File: config.mk
export PLATFORM = sky130hd
export DESIGN_NAME = six_axis_admittance_controller
export DESIGN_NICKNAME = d
export VERILOG_FILES = /design/src/design/saac_pkg.sv /design/src/design/saac_mul.sv /design/src/design/saac_div.sv /design/src/design/six_axis_admittance_controller.sv
export SDC_FILE = /design/constraint.sdc
export NUM_CORES = 2
export LEC_CHECK = 0
export BUFFER_PORTS_ARGS = -buffer_cell sky130_fd_sc_hd__buf_2
export CAP_MARGIN = 20
export CORE_UTILIZATION = 60
export CTS_BUF_LIST = sky130_fd_sc_hd__clkbuf_16
export DETAILED_ROUTE_END_ITERATION = 6
export PLACE_DENSITY_LB_ADDON = 0.1
export SETUP_SLACK_MARGIN = 0.05
export SYNTH_ARGS = -nofsm -noshare
export SYNTH_HDL_FRONTEND = slang
export SYNTH_SLANG_ARGS = --single-unit
File: constraint.sdc
create_clock -name clk -period 13.3 [get_ports clk]
set_input_delay 1.995 -clock clk [delete_from_list [all_inputs] [get_ports clk]]
set_output_delay 1.995 -clock clk [all_outputs]
set_load 0.005 [all_outputs]
File: src/design/saac_pkg.sv
`timescale 1ns / 1ps
package saac_pkg;

	// Operand widths of the shared serial units.
	localparam int MUL_A_W = 40;
	localparam int MUL_B_W = 32;
	localparam int MUL_P_W = MUL_A_W + MUL_B_W;
	localparam int DIV_N_W = 49;
	localparam int DIV_D_W = 32;
	localparam int DIV_Q_W = 39;

	// Configuration register indexes.
	localparam logic [2:0] CFG_LIN_MASS    = 3'd0;
	localparam logic [2:0] CFG_LIN_DAMPING = 3'd1;
	localparam logic [2:0] CFG_ROT_INERTIA = 3'd2;
	localparam logic [2:0] CFG_ROT_DAMPING = 3'd3;
	localparam logic [2:0] CFG_STEP_TIME   = 3'd4;
	localparam logic [2:0] CFG_VEL_LIMIT   = 3'd5;

	// Step bounds in Q8.24 (0.3 for translation, 0.2 for rotation).
	localparam logic [39:0] LIN_STEP_MAX = 40'd5033164;
	localparam logic [39:0] ROT_STEP_MAX = 40'd3355443;

	typedef struct packed {
		logic signed [31:0] force_x;
		logic signed [31:0] force_y;
		logic signed [31:0] force_z;
		logic signed [31:0] torque_x;
		logic signed [31:0] torque_y;
		logic signed [31:0] torque_z;
	} wrench_t;

	typedef struct packed {
		logic signed [31:0] step_x;
		logic signed [31:0] step_y;
		logic signed [31:0] step_z;
		logic signed [31:0] turn_x;
		logic signed [31:0] turn_y;
		logic signed [31:0] turn_z;
		logic               overspeed_fault;
	} motion_t;

endpackage

File: src/design/saac_mul.sv
`timescale 1ns / 1ps
// Unsigned shift-add multiplier, one multiplier bit per cycle.
module saac_mul
	import saac_pkg::*;
(
	input  logic               clk,
	input  logic               arst_n,
	input  logic               go,
	input  logic [MUL_A_W-1:0] a,
	input  logic [MUL_B_W-1:0] b,
	output logic               done,
	output logic [MUL_P_W-1:0] p
);

	logic [MUL_A_W-1:0]         a_q;
	logic [MUL_A_W-1:0]         hi_q;
	logic [MUL_B_W-1:0]         lo_q;
	logic [$clog2(MUL_B_W)-1:0] cnt_q;
	logic                       busy_q;
	logic                       done_q;
	logic [MUL_A_W:0]           sum;

	// Partial sum of the upper half and the multiplicand when the low bit is set.
	assign sum = {1'b0, hi_q} + (lo_q[0] ? {1'b0, a_q} : '0);

	// Iteration control.
	always_ff @(posedge clk or negedge arst_n) begin
		if (!arst_n) begin
			busy_q <= 1'b0;
			done_q <= 1'b0;
			cnt_q  <= '0;
		end else begin
			done_q <= 1'b0;
			if (go) begin
				busy_q <= 1'b1;
				cnt_q  <= '0;
			end else if (busy_q) begin
				cnt_q <= cnt_q + 1'b1;
				if (cnt_q == '1) begin
					busy_q <= 1'b0;
					done_q <= 1'b1;
				end
			end
		end
	end

	// Product shift register.
	always_ff @(posedge clk) begin
		if (go) begin
			a_q  <= a;
			hi_q <= '0;
			lo_q <= b;
		end else if (busy_q) begin
			hi_q <= sum[MUL_A_W:1];
			lo_q <= {sum[0], lo_q[MUL_B_W-1:1]};
		end
	end

	assign done = done_q;
	assign p    = {hi_q, lo_q};

endmodule

File: src/design/saac_div.sv
`timescale 1ns / 1ps
// Restoring divider: computes min(2^39-1, (num << 16) / den), one quotient bit per cycle.
// A zero divisor counts as one.
module saac_div
	import saac_pkg::*;
(
	input  logic               clk,
	input  logic               arst_n,
	input  logic               go,
	input  logic [DIV_N_W-1:0] num,
	input  logic [DIV_D_W-1:0] den,
	output logic               done,
	output logic [DIV_Q_W-1:0] q
);

	localparam int HI_SHIFT = DIV_N_W - 26;
	localparam int CNT_W    = $clog2(DIV_Q_W);

	logic [DIV_D_W-1:0] den_q;
	logic [DIV_D_W-1:0] rem_q;
	logic [DIV_Q_W-1:0] sh_q;
	logic [DIV_Q_W-1:0] q_q;
	logic               ovf_q;
	logic [CNT_W-1:0]   cnt_q;
	logic               busy_q;
	logic               done_q;
	logic [DIV_D_W-1:0] den_eff;
	logic [DIV_D_W:0]   trial;
	logic               ge;

	assign den_eff = (den == '0) ? DIV_D_W'(1) : den;
	assign trial   = {rem_q, sh_q[DIV_Q_W-1]};
	assign ge      = trial >= {1'b0, den_q};

	// Iteration control.
	always_ff @(posedge clk or negedge arst_n) begin
		if (!arst_n) begin
			busy_q <= 1'b0;
			done_q <= 1'b0;
			cnt_q  <= '0;
		end else begin
			done_q <= 1'b0;
			if (go) begin
				busy_q <= 1'b1;
				cnt_q  <= '0;
			end else if (busy_q) begin
				cnt_q <= cnt_q + 1'b1;
				if (cnt_q == CNT_W'(DIV_Q_W - 1)) begin
					busy_q <= 1'b0;
					done_q <= 1'b1;
				end
			end
		end
	end

	// Remainder and quotient shift registers. The quotient saturates when
	// the dividend reaches den << 39, which the load-time compare detects.
	always_ff @(posedge clk) begin
		if (go) begin
			den_q <= den_eff;
			ovf_q <= {6'b0, num} >= {den_eff, HI_SHIFT'(0)};
			rem_q <= DIV_D_W'(num[DIV_N_W-1:HI_SHIFT]);
			sh_q  <= {num[HI_SHIFT-1:0], 16'h0};
			q_q   <= '0;
		end else if (busy_q) begin
			rem_q <= ge ? DIV_D_W'(trial - {1'b0, den_q}) : trial[DIV_D_W-1:0];
			sh_q  <= {sh_q[DIV_Q_W-2:0], 1'b0};
			q_q   <= {q_q[DIV_Q_W-2:0], ge};
		end
	end

	assign done = done_q;
	assign q    = ovf_q ? '1 : q_q;

endmodule

File: src/design/six_axis_admittance_controller.sv
`timescale 1ns / 1ps
// Six-axis mass-damper admittance controller. Each wrench transfer yields one motion
// transfer: per axis a = (w - D*v)/M, v += a*dt clamped to the velocity limit, and the
// step v*dt + a*dt^2/2 from the old velocity. An axis with zero wrench gives step 0 and
// resets its velocity. If a step exceeds 0.3 (translation) or 0.2 (rotation) the result
// has all steps 0, overspeed_fault set, and no velocity changes. The axes are processed
// one after another through a shared bit-serial multiplier and a bit-serial divider: an
// axis with nonzero wrench runs a load step, the damping multiply, the divide and three
// more multiplies (dv, v*dt and dv*dt); a zero-wrench axis runs only the load step. After
// the last axis the block waits until the output register is empty or being taken, then
// writes the result there. A new wrench is taken while the previous result still waits
// on the output register. Configuration must be written only while the block is idle,
// through cfg_we/cfg_index/cfg_data; the block itself does not enforce this.
module six_axis_admittance_controller
	import saac_pkg::*;
(
	input  logic        clk,
	input  logic        arst_n,
	input  logic        cfg_we,
	input  logic [2:0]  cfg_index,
	input  logic [31:0] cfg_data,
	input  logic        wrench_valid,
	output logic        wrench_ready,
	input  wrench_t     wrench,
	output logic        motion_valid,
	input  logic        motion_ready,
	output motion_t     motion
);

	localparam logic [2:0] ST_IDLE  = 3'd0;
	localparam logic [2:0] ST_LOAD  = 3'd1;
	localparam logic [2:0] ST_MDAMP = 3'd2;
	localparam logic [2:0] ST_DIV   = 3'd3;
	localparam logic [2:0] ST_MDV   = 3'd4;
	localparam logic [2:0] ST_MV    = 3'd5;
	localparam logic [2:0] ST_MH    = 3'd6;
	localparam logic [2:0] ST_OUT   = 3'd7;

	logic [31:0] lin_mass_q, lin_damping_q, rot_inertia_q, rot_damping_q;
	logic [23:0] step_time_q;
	logic [30:0] vel_limit_q;

	logic [2:0]         state_q;
	logic [2:0]         ax_q;
	wrench_t            wrench_q;
	logic signed [31:0] vel_q [6];
	logic signed [31:0] nv_q [6];
	logic signed [31:0] st_q [6];
	logic               fault_q;
	logic [48:0]        nummag_q;
	logic               num_neg_q;
	logic [38:0]        dvmag_q;
	logic [31:0]        s1_q;
	logic               out_valid_q;
	motion_t            out_q;

	logic               mul_go_q;
	logic [MUL_A_W-1:0] mul_a_q;
	logic [MUL_B_W-1:0] mul_b_q;
	logic               mul_done;
	logic [MUL_P_W-1:0] mul_p;
	logic               div_go_q;
	logic               div_done;
	logic [DIV_Q_W-1:0] div_q;

	logic signed [31:0] w_arr [6];
	logic signed [31:0] w_cur, v_cur;
	logic               is_lin, v_neg;
	logic [31:0]        vmag, mass_sel, damp_sel;
	logic [47:0]        dmag;
	logic [49:0]        num_d, num_abs;
	logic [40:0]        dv41, nv41, lim41;
	logic signed [31:0] nv_clamp;
	logic [37:0]        s2;
	logic [39:0]        step40, step_abs, step_max;

	assign w_arr[0] = wrench_q.force_x;
	assign w_arr[1] = wrench_q.force_y;
	assign w_arr[2] = wrench_q.force_z;
	assign w_arr[3] = wrench_q.torque_x;
	assign w_arr[4] = wrench_q.torque_y;
	assign w_arr[5] = wrench_q.torque_z;

	// Operands of the current axis.
	assign is_lin   = ax_q < 3'd3;
	assign w_cur    = w_arr[ax_q];
	assign v_cur    = vel_q[ax_q];
	assign v_neg    = v_cur[31];
	assign vmag     = v_neg ? 32'(-v_cur) : 32'(v_cur);
	assign mass_sel = is_lin ? lin_mass_q : rot_inertia_q;
	assign damp_sel = is_lin ? lin_damping_q : rot_damping_q;
	assign step_max = is_lin ? LIN_STEP_MAX : ROT_STEP_MAX;

	// Numerator w*256 - sign(v)*((|v|*D) >> 16).
	assign dmag    = mul_p[63:16];
	assign num_d   = {{10{w_cur[31]}}, w_cur, 8'h0} -
		(v_neg ? -{2'b0, dmag} : {2'b0, dmag});
	assign num_abs = num_d[49] ? -num_d : num_d;

	// New velocity v + dv, clamped to the limit.
	assign dv41  = num_neg_q ? -{2'b0, dvmag_q} : {2'b0, dvmag_q};
	assign nv41  = {{9{v_cur[31]}}, v_cur} + dv41;
	assign lim41 = {10'b0, vel_limit_q};
	always_comb begin
		priority if ($signed(nv41) > $signed(lim41)) begin
			nv_clamp = 32'(lim41);
		end else if ($signed(nv41) < -$signed(lim41)) begin
			nv_clamp = 32'(-lim41);
		end else begin
			nv_clamp = nv41[31:0];
		end
	end

	// Step sign(v)*s1 + sign(dv)*s2 and its magnitude for the overspeed check.
	assign s2       = mul_p[62:25];
	assign step40   = (v_neg ? -{8'b0, s1_q} : {8'b0, s1_q}) +
		(num_neg_q ? -{2'b0, s2} : {2'b0, s2});
	assign step_abs = step40[39] ? -step40 : step40;

	saac_mul u_mul (
		.clk    (clk),
		.arst_n (arst_n),
		.go     (mul_go_q),
		.a      (mul_a_q),
		.b      (mul_b_q),
		.done   (mul_done),
		.p      (mul_p)
	);

	saac_div u_div (
		.clk    (clk),
		.arst_n (arst_n),
		.go     (div_go_q),
		.num    (nummag_q),
		.den    (mass_sel),
		.done   (div_done),
		.q      (div_q)
	);

	// Configuration registers.
	always_ff @(posedge clk or negedge arst_n) begin
		if (!arst_n) begin
			lin_mass_q    <= 32'd458752;
			lin_damping_q <= 32'd1966080;
			rot_inertia_q <= 32'd6554;
			rot_damping_q <= 32'd983040;
			step_time_q   <= 24'd201327;
			vel_limit_q   <= 31'd16777216;
		end else if (cfg_we) begin
			unique case (cfg_index)
				CFG_LIN_MASS:    lin_mass_q    <= cfg_data;
				CFG_LIN_DAMPING: lin_damping_q <= cfg_data;
				CFG_ROT_INERTIA: rot_inertia_q <= cfg_data;
				CFG_ROT_DAMPING: rot_damping_q <= cfg_data;
				CFG_STEP_TIME:   step_time_q   <= cfg_data[23:0];
				CFG_VEL_LIMIT:   vel_limit_q   <= cfg_data[30:0];
				default: ;
			endcase
		end
	end

	// Axis sequencer and velocity state.
	always_ff @(posedge clk or negedge arst_n) begin
		if (!arst_n) begin
			state_q     <= ST_IDLE;
			ax_q        <= '0;
			fault_q     <= 1'b0;
			mul_go_q    <= 1'b0;
			div_go_q    <= 1'b0;
			out_valid_q <= 1'b0;
			for (int i = 0; i < 6; i++) begin
				vel_q[i] <= '0;
			end
		end else begin
			mul_go_q <= 1'b0;
			div_go_q <= 1'b0;
			if (motion_ready) begin
				out_valid_q <= 1'b0;
			end
			unique case (state_q)
				ST_IDLE: begin
					if (wrench_valid) begin
						ax_q    <= '0;
						fault_q <= 1'b0;
						state_q <= ST_LOAD;
					end
				end
				ST_LOAD: begin
					if (w_cur == '0) begin
						nv_q[ax_q] <= '0;
						st_q[ax_q] <= '0;
						state_q    <= (ax_q == 3'd5) ? ST_OUT : ST_LOAD;
						ax_q       <= (ax_q == 3'd5) ? ax_q : ax_q + 1'b1;
					end else begin
						mul_a_q  <= {8'b0, vmag};
						mul_b_q  <= damp_sel;
						mul_go_q <= 1'b1;
						state_q  <= ST_MDAMP;
					end
				end
				ST_MDAMP: begin
					if (mul_done) begin
						nummag_q  <= num_abs[48:0];
						num_neg_q <= num_d[49];
						div_go_q  <= 1'b1;
						state_q   <= ST_DIV;
					end
				end
				ST_DIV: begin
					if (div_done) begin
						mul_a_q  <= {1'b0, div_q};
						mul_b_q  <= {8'b0, step_time_q};
						mul_go_q <= 1'b1;
						state_q  <= ST_MDV;
					end
				end
				ST_MDV: begin
					if (mul_done) begin
						dvmag_q  <= mul_p[62:24];
						mul_a_q  <= {8'b0, vmag};
						mul_go_q <= 1'b1;
						state_q  <= ST_MV;
					end
				end
				ST_MV: begin
					if (mul_done) begin
						nv_q[ax_q] <= nv_clamp;
						s1_q       <= mul_p[55:24];
						mul_a_q    <= {1'b0, dvmag_q};
						mul_go_q   <= 1'b1;
						state_q    <= ST_MH;
					end
				end
				ST_MH: begin
					if (mul_done) begin
						st_q[ax_q] <= step40[31:0];
						if (step_abs > step_max) begin
							fault_q <= 1'b1;
						end
						state_q <= (ax_q == 3'd5) ? ST_OUT : ST_LOAD;
						ax_q    <= (ax_q == 3'd5) ? ax_q : ax_q + 1'b1;
					end
				end
				ST_OUT: begin
					if (!out_valid_q || motion_ready) begin
						out_valid_q <= 1'b1;
						if (!fault_q) begin
							for (int i = 0; i < 6; i++) begin
								vel_q[i] <= nv_q[i];
							end
						end
						state_q <= ST_IDLE;
					end
				end
				default: state_q <= ST_IDLE;
			endcase
		end
	end

	// Input capture and result register.
	always_ff @(posedge clk) begin
		if (state_q == ST_IDLE && wrench_valid) begin
			wrench_q <= wrench;
		end
		if (state_q == ST_OUT && (!out_valid_q || motion_ready)) begin
			out_q.step_x          <= fault_q ? '0 : st_q[0];
			out_q.step_y          <= fault_q ? '0 : st_q[1];
			out_q.step_z          <= fault_q ? '0 : st_q[2];
			out_q.turn_x          <= fault_q ? '0 : st_q[3];
			out_q.turn_y          <= fault_q ? '0 : st_q[4];
			out_q.turn_z          <= fault_q ? '0 : st_q[5];
			out_q.overspeed_fault <= fault_q;
		end
	end

	assign wrench_ready = state_q == ST_IDLE;
	assign motion_valid = out_valid_q;
	assign motion       = out_q;

endmodule
# --- After elaboration in Yosys (flattened, before gate mapping) ---
# Memories as Yosys holds them, arrays and structs flattened. A register that Yosys moved wholly into a read port is not among the register bits.
# Index checks and enable logic that the tools add are counted.
word_totals:
  reg_bits: 833
  ramBits: 384
  input_bits: 232
  wordCells: 222
  mem_count: 2
memory_table:
  columns: ["name", "depth", "word_bits", "read_ports", "rd_clocked_by_memory_dff", "wr", "line_no", "rtl"]
  rows:
  - ["nv_q", 6, 32, 6, 6, 1, "six_axis_admittance_controller.sv:47", "logic signed [31:0] nv_q [6];"]
  - ["st_q", 6, 32, 6, 6, 1, "six_axis_admittance_controller.sv:48", "logic signed [31:0] st_q [6];"]
classes:
  addsub: 17
  magnitude_cmp: 7
  eq_ne: 25
  n_mux: 88
  bitwise: 4
  n_reduce_logical: 39
op_table:
  columns: ["operator", "count"]
  rows:
  - ["two-way mux 32 bit", 17]
  - ["two-way mux 40 bit", 8]
  - ["binary-select mux 32 bit (select 3 bit)", 2]
  - ["case mux 40 bit (4 select lines)", 1]
  - ["two-way mux 39 bit", 3]
  - ["zero test 32 bit", 2]
  - ["case mux 32 bit (2 select lines)", 1]
  - [">= comparator 49 x 55 -> 1 bit", 1]
  - ["two-way mux 26 bit", 2]
  - ["two-way mux 50 bit", 1]
  - ["negation 48 -> 50 bit", 1]
  - ["subtractor 50 bit", 1]
  - ["two-way mux 49 bit", 1]
  - ["negation 49 bit", 1]
  - ["adder 40 x 41 -> 41 bit", 1]
  - ["adder 41 bit", 1]
  - ["greater-than comparator 41 x 32 -> 1 bit", 1]
  - ["< comparator 41 bit", 1]
  - ["two-way mux 41 bit", 1]
  - ["negation 31 -> 41 bit", 1]
  - ["negation 39 -> 41 bit", 1]
  - ["adder 40 bit", 1]
  - ["greater-than comparator 40 x 23 -> 1 bit", 1]
  - ["negation 32 -> 40 bit", 1]
  - ["43 further kinds", 128]

# --- Depth between registers and ports, before layout ---
logic_depth:
  word_depth: 12
  depth_mapped: 42

# --- By module ---
# From an unflattened synthesis, not the netlist that was laid out.
unflattened:
  hier_cells: 6970
  hier_area_um2: 81578.2
modules_own_cells:
  columns: ["mod", "n_inst", "cells_per_inst", "area_per_inst_um2", "seq_area_each_um2"]
  rows:
  - ["six_axis_admittance_controller", 1, 5460, 66543.8, 38528.2]
  - ["saac_div", 1, 878, 8341.8, 3563.4]
  - ["saac_mul", 1, 632, 6692.7, 3138.0]

# --- Worst setup path after synthesis ---
# OpenSTA, ideal clock, no wires.
synth_timing:
  path_type: "in2reg"
  start: "input motion_ready"
  end: "register out_q, in the netlist motion[0] (enable)"
  setup_time_ps: 750
  t_arrival_ps: 10076
  path_slack_ps: 2474
  stages: 2
  n_path_buf: 0
  cell_sequence: "nor2b_1 nor2_1"
synth_via:
  elab_chain_len: 2
synth_lines:
  columns: ["element", "line_no", "rtl"]
  rows:
  - ["start: declaration", "six_axis_admittance_controller.sv:26", "input logic motion_ready,"]
  - ["logical OR 1 bit", "six_axis_admittance_controller.sv:265", "if (state_q == ST_OUT && (!out_valid_q || motion_ready)) begin"]
  - ["logical AND 1 bit", "six_axis_admittance_controller.sv:265", null]
  - ["end: declaration", "six_axis_admittance_controller.sv:55", "motion_t out_q;"]
# No other way between the ends.
# A chain may end at the register's enable or synchronous reset.

# --- Worst setup path after layout ---
layout_timing:
  start: "register ax_q[0]"
  end: "memory nv_q[1][20], data pin"
layout_via:
  elab_chain_len: 9
  word_cells_on_any_way: 10
  classes_between: "add/sub: 1; order compare: 2; mux: 6; bitwise: 1"
layout_lines:
  columns: ["element", "line_no", "rtl"]
  rows:
  - ["start: declaration", "six_axis_admittance_controller.sv:44", "logic [2:0] ax_q;"]
  - ["start signal: assignment", "six_axis_admittance_controller.sv:193", "ax_q <= (ax_q == 3'd5) ? ax_q : ax_q + 1'b1;"]
  - ["start signal: assignment", "six_axis_admittance_controller.sv:241", "ax_q <= (ax_q == 3'd5) ? ax_q : ax_q + 1'b1;"]
  - ["NOT 3 -> 4 bit (not written as such) *", "six_axis_admittance_controller.sv:87", "assign v_cur = vel_q[ax_q];"]
  - ["binary-select mux 32 bit (select 3 bit) *", "six_axis_admittance_controller.sv:87", null]
  - ["two-way mux 32 bit (not written as such) * (2 in series)", "six_axis_admittance_controller.sv:87", null]
  - ["adder 41 bit *", "six_axis_admittance_controller.sv:102", "assign nv41 = {{9{v_cur[31]}}, v_cur} + dv41;"]
  - ["< comparator 41 bit", "six_axis_admittance_controller.sv:107", "end else if ($signed(nv41) < -$signed(lim41)) begin"]
  - ["two-way mux 32 bit", "six_axis_admittance_controller.sv:107", null]
  - ["two-way mux 32 bit *", "six_axis_admittance_controller.sv:105", "priority if ($signed(nv41) > $signed(lim41)) begin"]
  - ["two-way mux 32 bit (no line) *", null, null]
  - ["end: declaration", "six_axis_admittance_controller.sv:47", null]
# Mark *: on every way between the ends. The rest lies on a longest branch, timed or not. The select of a mux whose other input is x is not followed.

==> metrics list <==
- By area the synthesized netlist is led by sky130_fd_sc_hd__edfxtp_1 (42%), sky130_fd_sc_hd__dfrtp_1 (12%), sky130_fd_sc_hd__mux2_2 (6.4%).
- Clock latency of the later-clocked register in the worst-skew pair: 0.81 ns
* Setup repair after global routing missed its margin: false
- Vias: 55,520
* Kind of start point of the critical path: flop
* Initial cell density of the core: 60.78%
- Relative slew slack: -0.02350%
* Async set or reset register ratio after synthesis: approximately a quarter
- The slowest stage of the critical path is the sky130_fd_sc_hd__o31ai_1 cell.
- Final RePlAce weighted congestion: 1.000
- The number of slew-limit violations in the final report was 3.
* Final clock period utilization by the worst path: between 70% and 80%
- For the pin with the worst max-slew slack, the measured transition is between 1.5 and 2 ns.
* Largest net degree at the start of global routing: 193
- Measured in cells, the most critical reg-to-reg path has a length of 31.
* Total met2 wirelength after detailed routing: 101,100 um
- Wire length of the first global-routing pass: ~330,000 um
- In this run the most critical hold path is launched from mul_a_q[7]$_DFFE_PP_.
* Number of hold-repair buffers added at the cts stage: 0
* Die Outline Area: 135,500 um2
- Sequential elements use approximately 56% of the synthesized area.
- After detailed routing, the number of vias per cell comes to around 6.2.
- In this run the worst path has a maximum fanout of 47.
* Max incr delay on CP: 0.83 ns
* Total global routing track utilization: 32.45%
* Number of synthesized flops with an enable pin: 1,114
- Syn Inst Count: between 6,000 and 7,000
- STA classifies the critical path endpoint as a flop.
- Run status: finished, violations left
- The worst path in the final design needs a cycle of 9.358 ns, including I/O delays and setup.
- Number of buffers added by the clock tree synthesis step: 163
- The min-delay analysis places its worst path in the category reg -> reg.
- DRT met1 WL: slightly above 90,000 um
- By count the netlist is led by sky130_fd_sc_hd__edfxtp_1 (1,114), sky130_fd_sc_hd__mux2_2 (456), sky130_fd_sc_hd__nand2_1 (433).
- The die is 368.1 um tall.
- Total of max-cap violations: 0
- Critical Path AT: 9.77 ns
* Main synth FF type: sky130_fd_sc_hd__edfxtp_1
- Max Clock Freq: 106.9 MHz
- Summed over all layers, the routed wires come to between 200,000 and 250,000 um.
- Failing checks: max-slew violations
* CTS tree: done
- Counting stages on the worst path, the most repeated cell is sky130_fd_sc_hd__a21o_1.
- Number of port buffers: roughly 430
- Per-cell routed wire length: 24.69 um
- Flop and latch count out of synthesis: 1,599
* Maximum buffer depth of the clock tree: 3
- Crit path kind: reg -> reg
* Final worst clock skew: about 0.059 ns
- Each instance of the synthesized netlist takes up on average roughly 12 um2.
- The most common cell in the synthesized netlist is sky130_fd_sc_hd__edfxtp_1.
* Share of the synthesized area in the top cell type: 41.60%
- Synth warn: 0
* Hold path cells: 0
* Number of optimization iterations in the first detailed-route pass: 6
* Required time of the critical path: about 14 ns
- Netlist area before placement: 80,410 um2
- Number of top-level design ports: 427
* Core box area: 132,300 um2
- Startpoint of the worst-slack reg-to-reg timing path: ax_q[0]$_DFFE_PN0P_
- Once the clock tree was built, the setup fixing pass inserted 0 buffers.
- Count of nets left with antenna violations after detail routing: 0
- The number of nets in the synthesized netlist is around 7,200.
* Total of cells resized after clock tree synthesis: 0
* Number of setup violations in the final report: 0
- In this run, distinct cell masters in the synthesized netlist total 120.
- Counting the fill cells in the layout gives 9,917.
- Setup slack of the worst register-to-register path: approximately 3.9 ns
- In this run, the number of DRC markers left after iteration 0 of detailed routing was 5,687.
- Setup TNS: 0 ns
- Area growth from synthesis to layout: 11.67%
- Layout cells sized above 1: approximately a fifth
* Reg2Reg Capture Point: nv_q[1][20]$_DFFE_PP_
- In the routed design, unresolved DRC markers number 0.
- The number of global-route vias before repair came to approximately 53,000.
- In the detailed route, the total length drawn on met3 is 15,530 um.
- Std-Cell Rows: 133
- Largest area contributor in the synthesized netlist: sky130_fd_sc_hd__edfxtp_1
- Number of endpoints with negative hold slack in the final report: 0
- Highest layer used for signal routing: met5
- After clock tree synthesis, the clock-pin slew on the worst setup and hold paths is 0.06 ns.
- For hold timing, the worst endpoint is u_mul.a_q[7]$_DFFE_PP_.
- Net count of the finished layout: 7,591
* Width of the chip: around 370 um
- GRT Residual Overflow: 0
- The clock net in this run drives a total of approximately 1,600 sinks.
* Number of antenna violations at the first check in global routing: 23
- HPWL Detailed: 159,900 um
- Clock tree root buffer cell: sky130_fd_sc_hd__clkbuf_16
- H-Tree Depth: 4
[routing by layer]
layer	GRT usage, %	up-vias
li1	-	25360
met1	44.08	27410
met2	50.82	2257
met3	5.104	489
met4	16.47	10
met5	0	-
[flip-flops by register name, summed over array words and instances, names as in the netlist, 6 cells and up]
register	flops
lin_damping_q	32
u_mul.a_q	39
step_time_q	24
lin_mass_q	32
u_div.den_q	32
u_mul.hi_q	40
vel_q	192
w_arr	192
nummag_q	49
mul_b_q	32
u_div.q_q	39
u_div.rem_q	32
dvmag_q	39
u_mul.lo_q	32
rot_inertia_q	32
rot_damping_q	32
s1_q	32
u_div.sh_q	23
mul_a_q	39
u_div.cnt_q	6
motion	193
vel_limit_q	31
nv_q	192
st_q	192
[layout by cell type (no fill, tap or decap), types with 100 or more instances in the layout]
master and count:
sky130_fd_sc_hd__edfxtp_1 1114, sky130_fd_sc_hd__mux2_2 456, sky130_fd_sc_hd__nand2_1 432, sky130_fd_sc_hd__buf_2 425, sky130_fd_sc_hd__nor2_1 390, sky130_fd_sc_hd__dfrtp_1 363
sky130_fd_sc_hd__ha_1 324, sky130_fd_sc_hd__a21oi_1 298, sky130_fd_sc_hd__xnor2_1 294, sky130_fd_sc_hd__o21ai_0 279, sky130_fd_sc_hd__inv_1 277, sky130_fd_sc_hd__nor2b_1 239
sky130_fd_sc_hd__mux2i_1 201, sky130_fd_sc_hd__a21o_1 168, sky130_fd_sc_hd__clkbuf_16 165, sky130_fd_sc_hd__xor2_1 143, sky130_fd_sc_hd__buf_4 102, sky130_fd_sc_hd__nand3_1 101
sky130_fd_sc_hd__nor3_1 100
[worst max path at each step]
| stage | from | endpoint | slack (ns) | depth (start not counted) |
|---|---|---|---|---|
| 4_1_cts | ax_q[0]$_DFFE_PN0P_ | nv_q[3][23]$_DFFE_PP_ | 4.04 | 28 |
| 3_3_place_gp | ax_q[0]$_DFFE_PN0P_ | nv_q[3][23]$_DFFE_PP_ | 4.14 | 28 |
| 2_1_floorplan | motion_ready | motion[0]$_DFFE_PP_ | 2.47 | 2 |
| 5_1_grt | ax_q[0]$_DFFE_PN0P_ | nv_q[3][23]$_DFFE_PP_ | 3.45 | 28 |
| 3_5_place_dp | ax_q[0]$_DFFE_PN0P_ | nv_q[3][23]$_DFFE_PP_ | 4.07 | 28 |
| 6_report | ax_q[0]$_DFFE_PN0P_ | nv_q[1][20]$_DFFE_PP_ | 3.94 | 31 |
[logic make-up (layout without fill, tap and decap cells)]
family	after synthesis	in the layout	share of synthesized area (%)
AO/OA/AOI/OAI	1334	1334	11.05
XOR/XNOR	441	441	4.855
adder cells (fa/ha/maj)	328	328	5.141
buffers and inverters	549	1072	2.653
flip-flops	1599	1599	56.21
multiplexers	668	668	9.185
other	0	19	0
AND/OR/NAND/NOR	1723	1723	10.91
[metrics by stage]
stage	instances	setup WS [ns]	util [%]	hold slack (ns)	area (um2)
6_report	8939	3.942	67.87	0.3852	89790
5_1_grt	8936	3.449	67.86	0.3952	89780
2_1_floorplan	6642	2.474	-	0.4003	80410
3_3_place_gp	8619	4.145	63.89	0.4029	84530
3_5_place_dp	8619	4.070	63.89	0.4045	84530
4_1_cts	8918	4.035	67.81	0.3870	89710
[final cells by class]
class	instances	area, um2	share of cell area, %
sequential	1599	45220	50.36
multi-input combinational	4494	33260	37.04
clock buffer	165	4129	4.598
timing repair buffer	531	2975	3.314
tap	1755	2196	2.446
clock inverter	134	1051	1.171
inverter	242	909.6	1.013
antenna	19	47.55	0.05295
[critical path: cells and delay by family, from the launching register on]
family,cells,cell delay [ns]
AOI/OAI and AO/OA,21,5.03
xor gates and xnor gates,1,0.25
adders and majority gates,2,0.81
buffers and inverters,2,1.03
DFF,1,0.65
muxes,1,0.59
and+or+nand+nor,4,0.50
Power is left out: the tool's default activity adds up to more than one toggle a clock period on the data nets, which glitch-free logic cannot reach.
